--- config.mk ---
export PLATFORM = sky130hd
export DESIGN_NAME = voice_segment_detector_flat
export DESIGN_NICKNAME = d
export VERILOG_FILES = /design/src/sv/vsd_pkg.sv /design/src/sv/vsd_if.sv /design/src/sv/vsd_cfg.sv /design/src/sv/vsd_seg.sv /design/src/sv/voice_segment_detector.sv /design/src/flat_wrapper.sv
export SDC_FILE = /design/constraint.sdc
export NUM_CORES = 1
export LEC_CHECK = 0
export ABC_AREA = 1
export ABC_CLOCK_PERIOD_IN_PS = 16100
export BUFFER_PORTS_ARGS = -buffer_cell sky130_fd_sc_hd__buf_2
export CORE_MARGIN = 2
export CORE_UTILIZATION = 35
export CTS_BUF_LIST = sky130_fd_sc_hd__clkbuf_4 sky130_fd_sc_hd__clkbuf_8 sky130_fd_sc_hd__clkbuf_16
export DETAILED_ROUTE_END_ITERATION = 8
export GPL_ROUTABILITY_DRIVEN = 0
export SYNTH_ARGS = -nofsm -noshare
export SYNTH_HDL_FRONTEND = slang
export SYNTH_SLANG_ARGS = --single-unit
--- constraint.sdc ---
create_clock -name i_clk -period 16.1 [get_ports i_clk]
set_input_delay 1.61 -clock i_clk [delete_from_list [all_inputs] [get_ports i_clk]]
set_output_delay 1.61 -clock i_clk [all_outputs]
set_load 0.005 [all_outputs]
--- src/sv/vsd_pkg.sv ---
// Shared types and constants of the voice segment detector.
package vsd_pkg;

    localparam int unsigned POS_OUT_BITS = 24;
    localparam int unsigned SEG_OUT_BITS = 7;
    localparam logic [7:0]  HEADER_RESET = 8'd100;

    localparam logic KIND_SEGMENT = 1'b0;
    localparam logic KIND_SUMMARY = 1'b1;

    typedef struct packed {
        logic [7:0]  level_threshold;
        logic [15:0] silence_hangover;
        logic [15:0] min_length;
        logic [15:0] max_length;
        logic [7:0]  header_skip;
    } t_cfg;

    typedef struct packed {
        logic                    valid;
        logic                    kind;
        logic [SEG_OUT_BITS-1:0] seg_number;
        logic [POS_OUT_BITS-1:0] start_pos;
        logic [POS_OUT_BITS-1:0] end_pos;
        logic [SEG_OUT_BITS-1:0] seg_total;
    } t_res;

endpackage

--- src/sv/vsd_if.sv ---
// Sample and result channel interfaces of the voice segment detector.
interface vsd_in_if;
    logic              valid;
    logic              ready;
    logic signed [7:0] sample;
    logic              is_last;

    modport source (output valid, output sample, output is_last, input ready);
    modport sink (input valid, input sample, input is_last, output ready);
endinterface

interface vsd_out_if;
    logic        valid;
    logic        ready;
    logic        kind;
    logic [6:0]  seg_number;
    logic [23:0] start_pos;
    logic [23:0] end_pos;
    logic [6:0]  seg_total;

    modport source (
        output valid, output kind, output seg_number, output start_pos,
        output end_pos, output seg_total, input ready
    );
    modport sink (
        input valid, input kind, input seg_number, input start_pos,
        input end_pos, input seg_total, output ready
    );
endinterface

--- src/sv/vsd_cfg.sv ---
// APB configuration registers of the voice segment detector.
module vsd_cfg
    import vsd_pkg::*;
(
    input  logic        i_clk,
    input  logic        i_rst_n,
    input  logic        psel,
    input  logic        penable,
    input  logic        pwrite,
    input  logic [4:0]  paddr,
    input  logic [31:0] pwdata,
    output logic [31:0] prdata,
    output logic        pready,
    output t_cfg        o_cfg
);

    localparam logic [2:0] REG_LEVEL    = 3'd0;
    localparam logic [2:0] REG_HANGOVER = 3'd1;
    localparam logic [2:0] REG_MIN_LEN  = 3'd2;
    localparam logic [2:0] REG_MAX_LEN  = 3'd3;
    localparam logic [2:0] REG_HEADER   = 3'd4;

    t_cfg       r_cfg;
    logic       wr_en;
    logic [2:0] reg_idx;

    assign pready  = 1'b1;
    assign wr_en   = psel && penable && pwrite;
    assign reg_idx = paddr[4:2];
    assign o_cfg   = r_cfg;

    always_ff @(posedge i_clk) begin
        if (!i_rst_n) begin
            r_cfg.level_threshold  <= '0;
            r_cfg.silence_hangover <= '0;
            r_cfg.min_length       <= '0;
            r_cfg.max_length       <= '0;
            r_cfg.header_skip      <= HEADER_RESET;
        end else if (wr_en) begin
            case (reg_idx)
                REG_LEVEL:    r_cfg.level_threshold  <= pwdata[7:0];
                REG_HANGOVER: r_cfg.silence_hangover <= pwdata[15:0];
                REG_MIN_LEN:  r_cfg.min_length       <= pwdata[15:0];
                REG_MAX_LEN:  r_cfg.max_length       <= pwdata[15:0];
                REG_HEADER:   r_cfg.header_skip      <= pwdata[7:0];
                default: begin
                end
            endcase
        end
    end

    always_comb begin
        case (reg_idx)
            REG_LEVEL:    prdata = {24'd0, r_cfg.level_threshold};
            REG_HANGOVER: prdata = {16'd0, r_cfg.silence_hangover};
            REG_MIN_LEN:  prdata = {16'd0, r_cfg.min_length};
            REG_MAX_LEN:  prdata = {16'd0, r_cfg.max_length};
            REG_HEADER:   prdata = {24'd0, r_cfg.header_skip};
            default:      prdata = '0;
        endcase
    end

endmodule

--- src/sv/vsd_seg.sv ---
// Input register, stream state and segment decision logic.
module vsd_seg
    import vsd_pkg::*;
#(
    parameter int POS_BITS     = 24,
    parameter int MAX_SEGMENTS = 127
) (
    input  logic i_clk,
    input  logic i_rst_n,
    input  t_cfg i_cfg,
    vsd_in_if.sink i_in,
    input  logic i_res_ready,
    output t_res o_res
);

    localparam int FCW = $clog2(MAX_SEGMENTS + 1);

    logic                r_s1_valid;
    logic signed [7:0]   r_sample;
    logic                r_last;

    logic [POS_BITS-1:0] r_pos;
    logic                r_in_seg;
    logic [POS_BITS-1:0] r_open_start;
    logic [15:0]         r_voiced;
    logic [15:0]         r_quiet;
    logic [FCW-1:0]      r_found;

    logic [POS_BITS-1:0] n_pos;
    logic                n_in_seg;
    logic [POS_BITS-1:0] n_open_start;
    logic [15:0]         n_voiced;
    logic [15:0]         n_quiet;
    logic [FCW-1:0]      n_found;

    logic [7:0]          mag;
    logic                is_voiced;
    logic [POS_BITS-1:0] pos_next;
    logic                active;
    logic                t_in;
    logic [15:0]         t_v;
    logic [15:0]         t_q;
    logic                quiet_close;
    logic [15:0]         seg_len;
    logic                produce;
    logic                adv;
    t_res                res;
    logic [31:0]         start_wide;
    logic [31:0]         end_wide;

    assign mag       = r_sample[7] ? 8'(~r_sample + 8'sd1) : r_sample;
    assign is_voiced = mag > i_cfg.level_threshold;
    assign pos_next  = (&r_pos) ? r_pos : r_pos + POS_BITS'(1);
    assign active    = (r_pos >= POS_BITS'(i_cfg.header_skip))
                       && (r_found < FCW'(MAX_SEGMENTS));
    assign start_wide = 32'(r_in_seg ? r_open_start : r_pos);
    assign end_wide   = 32'(pos_next);

    always_comb begin
        n_pos        = r_pos;
        n_in_seg     = r_in_seg;
        n_open_start = r_open_start;
        n_voiced     = r_voiced;
        n_quiet      = r_quiet;
        n_found      = r_found;
        t_in         = r_in_seg;
        t_v          = r_voiced;
        t_q          = r_quiet;
        quiet_close  = 1'b0;
        seg_len      = '0;
        produce      = 1'b0;
        res          = '0;

        if (r_last) begin
            produce       = 1'b1;
            res.kind      = KIND_SUMMARY;
            res.seg_total = SEG_OUT_BITS'(r_found);
            n_pos         = '0;
            n_in_seg      = 1'b0;
            n_open_start  = '0;
            n_voiced      = '0;
            n_quiet       = '0;
            n_found       = '0;
        end else begin
            n_pos = pos_next;
            if (i_cfg.max_length == 16'd0) begin
                n_in_seg = 1'b0;
                n_voiced = '0;
                n_quiet  = '0;
            end else if (active) begin
                if (!r_in_seg) begin
                    if (is_voiced) begin
                        t_in         = 1'b1;
                        n_open_start = r_pos;
                        t_v          = 16'd1;
                        t_q          = 16'd0;
                    end
                end else begin
                    t_v = r_voiced + 16'd1;
                    t_q = is_voiced ? 16'd0 : r_quiet + 16'd1;
                end
                quiet_close = t_q > i_cfg.silence_hangover;
                seg_len     = quiet_close ? t_v - t_q : t_v;
                n_in_seg    = t_in;
                n_voiced    = t_v;
                n_quiet     = t_q;
                if (t_in && (t_v >= i_cfg.max_length || quiet_close)) begin
                    n_in_seg = 1'b0;
                    n_voiced = '0;
                    n_quiet  = '0;
                    if (seg_len >= i_cfg.min_length) begin
                        produce        = 1'b1;
                        res.kind       = KIND_SEGMENT;
                        res.seg_number = SEG_OUT_BITS'(r_found);
                        res.start_pos  = start_wide[POS_OUT_BITS-1:0];
                        res.end_pos    = end_wide[POS_OUT_BITS-1:0];
                        n_found        = r_found + FCW'(1);
                    end
                end
            end
        end
        adv       = r_s1_valid && (!produce || i_res_ready);
        res.valid = adv && produce;
    end

    assign i_in.ready = !r_s1_valid || adv;
    assign o_res      = res;

    always_ff @(posedge i_clk) begin
        if (!i_rst_n) begin
            r_s1_valid   <= 1'b0;
            r_pos        <= '0;
            r_in_seg     <= 1'b0;
            r_open_start <= '0;
            r_voiced     <= '0;
            r_quiet      <= '0;
            r_found      <= '0;
        end else begin
            if (i_in.ready) begin
                r_s1_valid <= i_in.valid;
            end
            if (adv) begin
                r_pos        <= n_pos;
                r_in_seg     <= n_in_seg;
                r_open_start <= n_open_start;
                r_voiced     <= n_voiced;
                r_quiet      <= n_quiet;
                r_found      <= n_found;
            end
        end
    end

    always_ff @(posedge i_clk) begin
        if (i_in.ready && i_in.valid) begin
            r_sample <= i_in.sample;
            r_last   <= i_in.is_last;
        end
    end

endmodule

--- src/sv/voice_segment_detector.sv ---
// Top level of the voice segment detector: configuration, segment logic, result register.
//
// The detector takes one audio sample per clock and keeps that rate as long as the
// result side takes its beats. A sample passes an input register, where the stream
// counters and the open segment are updated, and its result, if any, is registered
// in the output register once the output side can take it. A sample that yields no
// result never waits on the output side.
// The user must write configuration over the APB port only while no samples are in
// flight; the block itself does not enforce this.
module voice_segment_detector
    import vsd_pkg::*;
#(
    parameter int POS_BITS     = 24,
    parameter int MAX_SEGMENTS = 127
) (
    input  logic        i_clk,
    input  logic        i_rst_n,
    input  logic        psel,
    input  logic        penable,
    input  logic        pwrite,
    input  logic [4:0]  paddr,
    input  logic [31:0] pwdata,
    output logic [31:0] prdata,
    output logic        pready,
    vsd_in_if.sink      i_in,
    vsd_out_if.source   o_out
);

    t_cfg cfg;
    t_res res;
    logic res_ready;
    t_res r_out;

    vsd_cfg u_cfg (
        .i_clk   (i_clk),
        .i_rst_n (i_rst_n),
        .psel    (psel),
        .penable (penable),
        .pwrite  (pwrite),
        .paddr   (paddr),
        .pwdata  (pwdata),
        .prdata  (prdata),
        .pready  (pready),
        .o_cfg   (cfg)
    );

    vsd_seg #(
        .POS_BITS     (POS_BITS),
        .MAX_SEGMENTS (MAX_SEGMENTS)
    ) u_seg (
        .i_clk       (i_clk),
        .i_rst_n     (i_rst_n),
        .i_cfg       (cfg),
        .i_in        (i_in),
        .i_res_ready (res_ready),
        .o_res       (res)
    );

    assign res_ready = !r_out.valid || o_out.ready;

    always_ff @(posedge i_clk) begin
        if (!i_rst_n) begin
            r_out.valid <= 1'b0;
        end else if (res_ready) begin
            r_out <= res;
        end
    end

    assign o_out.valid      = r_out.valid;
    assign o_out.kind       = r_out.kind;
    assign o_out.seg_number = r_out.seg_number;
    assign o_out.start_pos  = r_out.start_pos;
    assign o_out.end_pos    = r_out.end_pos;
    assign o_out.seg_total  = r_out.seg_total;

endmodule
--- src/flat_wrapper.sv ---
// flat-port wrapper written by rule: the top's interface ports become plain ports
module voice_segment_detector_flat import vsd_pkg::*;
#(
    parameter int POS_BITS     = 24,
    parameter int MAX_SEGMENTS = 127
)
  (i_clk, i_rst_n, psel, penable, pwrite, paddr, pwdata, prdata, pready, i_in_valid, i_in_sample, i_in_is_last, i_in_ready, o_out_valid, o_out_kind, o_out_seg_number, o_out_start_pos, o_out_end_pos, o_out_seg_total, o_out_ready);
  vsd_in_if i_in_i ();
  vsd_out_if o_out_i ();
  input  logic i_clk;
  input  logic i_rst_n;
  input  logic psel;
  input  logic penable;
  input  logic pwrite;
  input  logic [4:0] paddr;
  input  logic [31:0] pwdata;
  output logic [31:0] prdata;
  output logic pready;
  input wire logic [$bits(i_in_i.valid)-1:0] i_in_valid;
  input wire logic [$bits(i_in_i.sample)-1:0] i_in_sample;
  input wire logic [$bits(i_in_i.is_last)-1:0] i_in_is_last;
  output wire logic [$bits(i_in_i.ready)-1:0] i_in_ready;
  output wire logic [$bits(o_out_i.valid)-1:0] o_out_valid;
  output wire logic [$bits(o_out_i.kind)-1:0] o_out_kind;
  output wire logic [$bits(o_out_i.seg_number)-1:0] o_out_seg_number;
  output wire logic [$bits(o_out_i.start_pos)-1:0] o_out_start_pos;
  output wire logic [$bits(o_out_i.end_pos)-1:0] o_out_end_pos;
  output wire logic [$bits(o_out_i.seg_total)-1:0] o_out_seg_total;
  input wire logic [$bits(o_out_i.ready)-1:0] o_out_ready;
  assign i_in_i.valid = i_in_valid;
  assign i_in_i.sample = i_in_sample;
  assign i_in_i.is_last = i_in_is_last;
  assign i_in_ready = i_in_i.ready;
  assign o_out_valid = o_out_i.valid;
  assign o_out_kind = o_out_i.kind;
  assign o_out_seg_number = o_out_i.seg_number;
  assign o_out_start_pos = o_out_i.start_pos;
  assign o_out_end_pos = o_out_i.end_pos;
  assign o_out_seg_total = o_out_i.seg_total;
  assign o_out_i.ready = o_out_ready;
  voice_segment_detector #(.POS_BITS(POS_BITS), .MAX_SEGMENTS(MAX_SEGMENTS)) u_core (.i_clk(i_clk), .i_rst_n(i_rst_n), .psel(psel), .penable(penable), .pwrite(pwrite), .paddr(paddr), .pwdata(pwdata), .prdata(prdata), .pready(pready), .i_in(i_in_i), .o_out(o_out_i));
endmodule
# Word level (Yosys, flattened, before mapping)
# Cells that the tools add are included.
[classes]
addsub = 6
magnitude_cmp = 6
eq_ne = 6
muxes = 53
bitwise = 4
reduce_logical = 32
[ops]
columns = ["cell", "count"]
rows = [
  ["$mux 16", 20],
  ["$mux 24", 8],
  ["$mux 56", 3],
  ["$pmux 16 s5", 1],
  ["$mux 55", 1],
  ["$mux 7", 5],
  ["$add 16x1->16 const B", 2],
  ["$ge 16x16->1", 2],
  ["$add 24x1->24 const B", 1],
  ["$ge 24x8->1", 1],
  ["$reduce_and 24->1", 1],
  ["$gt 16x16->1", 1],
  ["$logic_not 16->1", 1],
  ["$sub 16x16->16", 1],
  ["$mux 1", 14],
  ["$reduce_and 2->1", 7],
  ["$reduce_and 5->1", 2],
  ["$add 8x2->8 const B", 1],
  ["$gt 8x8->1", 1],
  ["$mux 8", 1],
  ["$not 8->8", 1],
  ["$reduce_bool 2->1", 4],
  ["$add 7x1->7 const B", 1],
  ["$logic_and 1x1->1", 7],
  ["other kinds (11)", 20],
]
[totals]
reg_bits = 226
elab_cells = 127

# Depth between registers and ports, before layout
[depth]
ltp_word = 22
ltp_mapped = 48
mapped_depth_nobuf = 47

# Cells and area by module
# From an unflattened synthesis, not the netlist that was laid out.
[unflattened]
hier_cells = 2209
hier_area_um2 = 14835.5
[modules_own_cells]
columns = ["mod", "instances", "cells_per_inst", "area_each_um2", "seq_area_each_um2"]
rows = [
  ["vsd_seg", 1, 1621, 9575.4, 2052.0],
  ["vsd_cfg", 1, 518, 3316.9, 1281.2],
  ["voice_segment_detector", 1, 70, 1943.1, 1911.8],
]

# Least setup slack after synthesis
# OpenSTA, ideal clock, no wires.
[synth_timing]
kind = "reg2out"
from = "register u_core.u_seg.r_sample[0]"
to = "output i_in_ready"
t_arrival_ps = 4818
required_ps = 14490
slack_ps = 9672
path_stages_with_launch = 42
path_buffers = 1
path_cell_list = "edfxtp_1 -> inv_1 -> ha_1 -> inv_1 -> nor3_1 -> nand2_1 -> nand2_1 -> xnor2_1 -> ha_1 -> nand2_1 -> nor2_1 -> nor3_1 -> nand2_1 -> nand2_1 -> buf_2 -> inv_1 -> a21oi_1 -> ha_1 -> (+6 left out) -> inv_1 -> o21a_1 -> inv_1 -> a21oi_1 -> xor2_1 -> o21ai_0 -> ha_1 -> nand2_1 -> nor2_1 -> nand2_1 -> inv_1 -> nand2_1 -> nand2_1 -> nor2_1 -> nor2_2 -> nand2_4 -> nand2_4 -> nand3_1"
[synth_between]
elab_chain_cells = 21
[synth_rtl]
columns = ["item", "line_no", "rtl"]
rows = [
  ["start: declaration", "vsd_seg.sv:19", "logic signed [7:0] r_sample;"],
  ["start signal: assignment", "vsd_seg.sv:155", "r_sample <= i_in.sample;"],
  ["$not 8->8", "vsd_seg.sv:51", "assign mag = r_sample[7] ? 8'(~r_sample + 8'sd1) : r_sample;"],
  ["$add 8x2->8", "vsd_seg.sv:51", ""],
  ["$mux 8 (*)", "vsd_seg.sv:51", ""],
  ["$gt 8x8->1 (*)", "vsd_seg.sv:52", "assign is_voiced = mag > i_cfg.level_threshold;"],
  ["$mux 16 (on tied branches)", "vsd_seg.sv:92, vsd_seg.sv:100", ""],
  ["$mux 16", "vsd_seg.sv:91", "if (!r_in_seg) begin"],
  ["$mux 16", "vsd_seg.sv:90", "end else if (active) begin"],
  ["$mux 16", "vsd_seg.sv:86", "if (i_cfg.max_length == 16'd0) begin"],
  ["(+5 left out)", "--", ""],
  ["$mux 1 (*)", "vsd_seg.sv:107", "if (t_in && (t_v >= i_cfg.max_length || quiet_close)) begin"],
  ["$mux 1 (*)", "vsd_seg.sv:90", ""],
  ["$mux 1 (*)", "vsd_seg.sv:86", ""],
  ["$mux 1 (*)", "vsd_seg.sv:74", "if (r_last) begin"],
  ["$logic_not 1->1 (*)", "vsd_seg.sv:122", "adv = r_s1_valid && (!produce || i_res_ready);"],
  ["$logic_or 1x1->1 (*)", "vsd_seg.sv:122", ""],
  ["$logic_and 1x1->1 (*)", "vsd_seg.sv:122", ""],
  ["$logic_or 1x1->1 (*)", "vsd_seg.sv:126", "assign i_in.ready = !r_s1_valid || adv;"],
  ["end: declaration", "flat_wrapper.sv:22", "output wire logic [$bits(i_in_i.ready)-1:0] i_in_ready;"],
]
# Mark *: on every way between the ends. The rest lies on a longest branch, timed or not. The select of a mux whose other input is x is not followed.

# Worst setup path in the final report
# Same ends and word-level chain as after synthesis.

==> results.sh <==
export IMPL_setup_viol=0
export IMPL_yosysSeqAreaShare=0.374
export IMPL_route_met2_wl_um=18700
export IMPL_area_growth_pct=12.6
export IMPL_ys_types=55
export IMPL_post_route_drc_count=0
export IMPL_layout_setup_ws_ns=6.93
export IMPL_design_core_area_um2=39600
export IMPL_grt_start_max_net_pins=103
export IMPL_drive_above_1_share=0.102
export IMPL_fin_crit_sh=0.569
export IMPL_syn_avg_cell_area_um2=7.02
export IMPL_placed_cells=2559
export IMPL_wl_per_cell_um=15.1
export IMPL_num_rows=73
export IMPL_fin_hold_ws_ns=0.479
export IMPL_grt_pass1_wl_um=63300
export IMPL_drt_initial_drc_count=959
export IMPL_htree_levels=1
export IMPL_io_buffers=115
export IMPL_cts_buffers=27
export IMPL_worstPathArrival_ns=7.56
export IMPL_postCtsSetupBuffers=0
export IMPL_maxCapViolations=0
export IMPL_fp_dieH_um=204
export IMPL_die_area_um2=41700
export IMPL_worst_path_max_delay_cell="clkinv_1"
export IMPL_cpPeakStageDelay_ns=0.41
export IMPL_crit_type="flop to output port"
export IMPL_dr_wl_met3_um=2220
export IMPL_ys_flop_type="dfxtp_1"
export IMPL_cp_max_fo=19
export IMPL_pin_count=151
export IMPL_grt_pass1_vias=11849
export IMPL_async_reset_ff_frac=0
export IMPL_post_route_min_period_ns=9.17
export IMPL_tns_ns=0
export IMPL_synth_area_leaders="dfxtp_1 22%, edfxtp_1 15%, nand2_1 12%, inv_1 8.4%, ha_1 7.5%"
export IMPL_outcome="completed"
export IMPL_rsz0062_at_grt="no"
export IMPL_postCtsResizedCells=0
export IMPL_synthTopCellsByCount="451 x nand2_1, 314 x inv_1, 256 x nor2_1"
export IMPL_cts_root_buffer="clkbuf_16"
export IMPL_synth_most_common_cell="nand2_1"
export IMPL_grt_use_total=0.189
export IMPL_vias=12789
export IMPL_cp_start_kind="flop"
export IMPL_diodes=0
export IMPL_slew_violations=0
export IMPL_cp_end_kind="output port"
export IMPL_hold_buffers=0
export IMPL_cp_data_required_time_ns=14.49
export IMPL_synth_edf_count=72
export IMPL_fmax_ghz=0.109
export IMPL_synth_area_um2=14000
export IMPL_top_layer="met4"
export IMPL_initial_core_util=0.354
export IMPL_cts_tree="done"
export IMPL_synth_cells=1997
export IMPL_cts_sinks=226
export IMPL_fin_nets=2201
export IMPL_via_per_inst=4.90
export IMPL_cpMostUsedCell="nand2_1"
export IMPL_worstSkewPairLatency_ns=0.54
export IMPL_fin_cells=2608
export IMPL_met1Wirelength_um=17600
export IMPL_synth_top_area_share=0.220
export IMPL_grt_overflow=0
export IMPL_wirelength_um=39500
export IMPL_hp_class="flop to flop"
export IMPL_place_hpwl_um=28100
export IMPL_dp_slack_ns=7.55
export IMPL_clk_path_buf_depth=3
export IMPL_synth_area_leader_cell="dfxtp_1"
export IMPL_power_density_nw_per_um2=105
export IMPL_clkTransAtPathRegs_ns=0.06
export IMPL_die_w_um=204
export IMPL_ant_nets=0
export IMPL_synth_seq_cells=226
export IMPL_worst_pin_slew_ns=1.14
export IMPL_antenna_found_initial=0
export IMPL_finClkSkew_ns=0.00854
export IMPL_dr_pass1_iters=5
export IMPL_ir_worst_vdd_mv=0.0674
export IMPL_hold_viol=0
export IMPL_synth_warnings=0
export IMPL_leakage_nw=7.18
export IMPL_slew_headroom=0.231
layer usage:
metal	GRT usage	up-vias
li1	-	6575
met1	0.249	5811
met2	0.325	350
met3	0.0236	53
met4	0.0512	0
met5	0	-
state kept, by name, summed over array words and instances, names as in the netlist, 7 cells and up:
| name | cells |
|---|---|
| u_core.o_out.seg_total | 7 |
| u_core.o_out.start_pos | 24 |
| u_core.u_seg.r_open_start | 24 |
| u_core.o_out.end_pos | 24 |
| u_core.u_seg.r_voiced | 16 |
| u_core.u_seg.r_sample | 8 |
| u_core.u_seg.r_found | 7 |
| u_core.u_seg.r_quiet | 16 |
| u_core.u_cfg.o_cfg | 64 |
| u_core.u_seg.r_pos | 24 |
| u_core.o_out.seg_number | 7 |
placed cells by master (no fill, tap or decap), types with 17 or more instances in the layout:
master       n
nor2_1     254
xor2_1      22
a211oi_1    19
clkbuf_16   27
edfxtp_1    72
a21oi_1    126
conb_1      17
nor3_1      27
buf_2      114
inv_1      314
nand3_1     58
dfxtp_1    152
nand2_1    451
nand4_1     79
o21ai_0    121
ha_1        84
worst max-delay path: cells and delay by family (launching register included):
family          cells  cell delay (ns)
simple gates       21             3.26
flops               1             0.40
xor+xnor            1             0.07
buf+inv             6             0.89
compound gates      7             1.27
fa+ha+maj           4             1.08
area by class of cell:
| type | count | area, µm² |
|---|---|---|
| Inverter | 320 | 1200 |
| Clock buffer | 34 | 741 |
| Sequential cell | 226 | 5250 |
| Tap cell | 525 | 657 |
| Clock inverter | 15 | 169 |
| Timing Repair Buffer | 130 | 691 |
| Multi-Input combinational cell | 1358 | 7090 |
| Fill cell | 4162 | 23800 |
cell families (layout without fill, tap and decap cells):
kind of cell | Yosys count | count (layout) | synth area share
AO/OA/AOI/OAI | 322 | 322 | 0.130
XOR/XNOR | 30 | 30 | 0.0187
adder cells (fa/ha/maj) | 85 | 85 | 0.0764
buffers and inverters | 428 | 499 | 0.125
flip-flops | 226 | 226 | 0.374
multiplexers | 1 | 1 | 0.000803
other | 2 | 17 | 0.000536
AND/OR/NAND/NOR | 903 | 903 | 0.274
metrics by stage:
stage	util	total power, mW	area [µm²]
2_1_floorplan	-	0.941	14100
3_3_place_gp	0.376	1.03	14900
3_5_place_dp	0.376	1.04	14900
4_1_cts	0.398	1.68	15800
5_1_grt	0.398	1.76	15800
6_report	0.398	1.66	15800
report_power, final:
| part | leakage, nW | internal (mW) | total, mW | switching (mW) |
|---|---|---|---|---|
| Clock | 0.446 | 0.375 | 0.627 | 0.252 |
| Combinational | 4.74 | 0.134 | 0.395 | 0.261 |
| Sequential | 1.99 | 0.618 | 0.638 | 0.0199 |
| Total | 7.18 | 1.13 | 1.66 | 0.533 |
path summary, 6_finish.rpt:
| kind | startpoint | endpoint | slack, ns | cells after the start |
|---|---|---|---|---|
| worst max-delay path | u_core.u_seg.r_sample[0]$_DFFE_PP_ | i_in_ready | 6.93 | 39 |
| worst min-delay path | u_core.u_cfg.o_cfg[63]$_SDFFE_PN0P_ | u_core.u_cfg.o_cfg[63]$_SDFFE_PN0P_ | 0.48 | 2 |
| worst max register to register | u_core.u_seg.r_sample[0]$_DFFE_PP_ | u_core.u_seg.r_open_start[9]$_SDFFE_PN0P_ | 7.74 | 42 |
| worst min register to register | u_core.u_cfg.o_cfg[63]$_SDFFE_PN0P_ | u_core.u_cfg.o_cfg[63]$_SDFFE_PN0P_ | 0.48 | 2 |
Note: power is estimated with default switching activity, not from simulation.
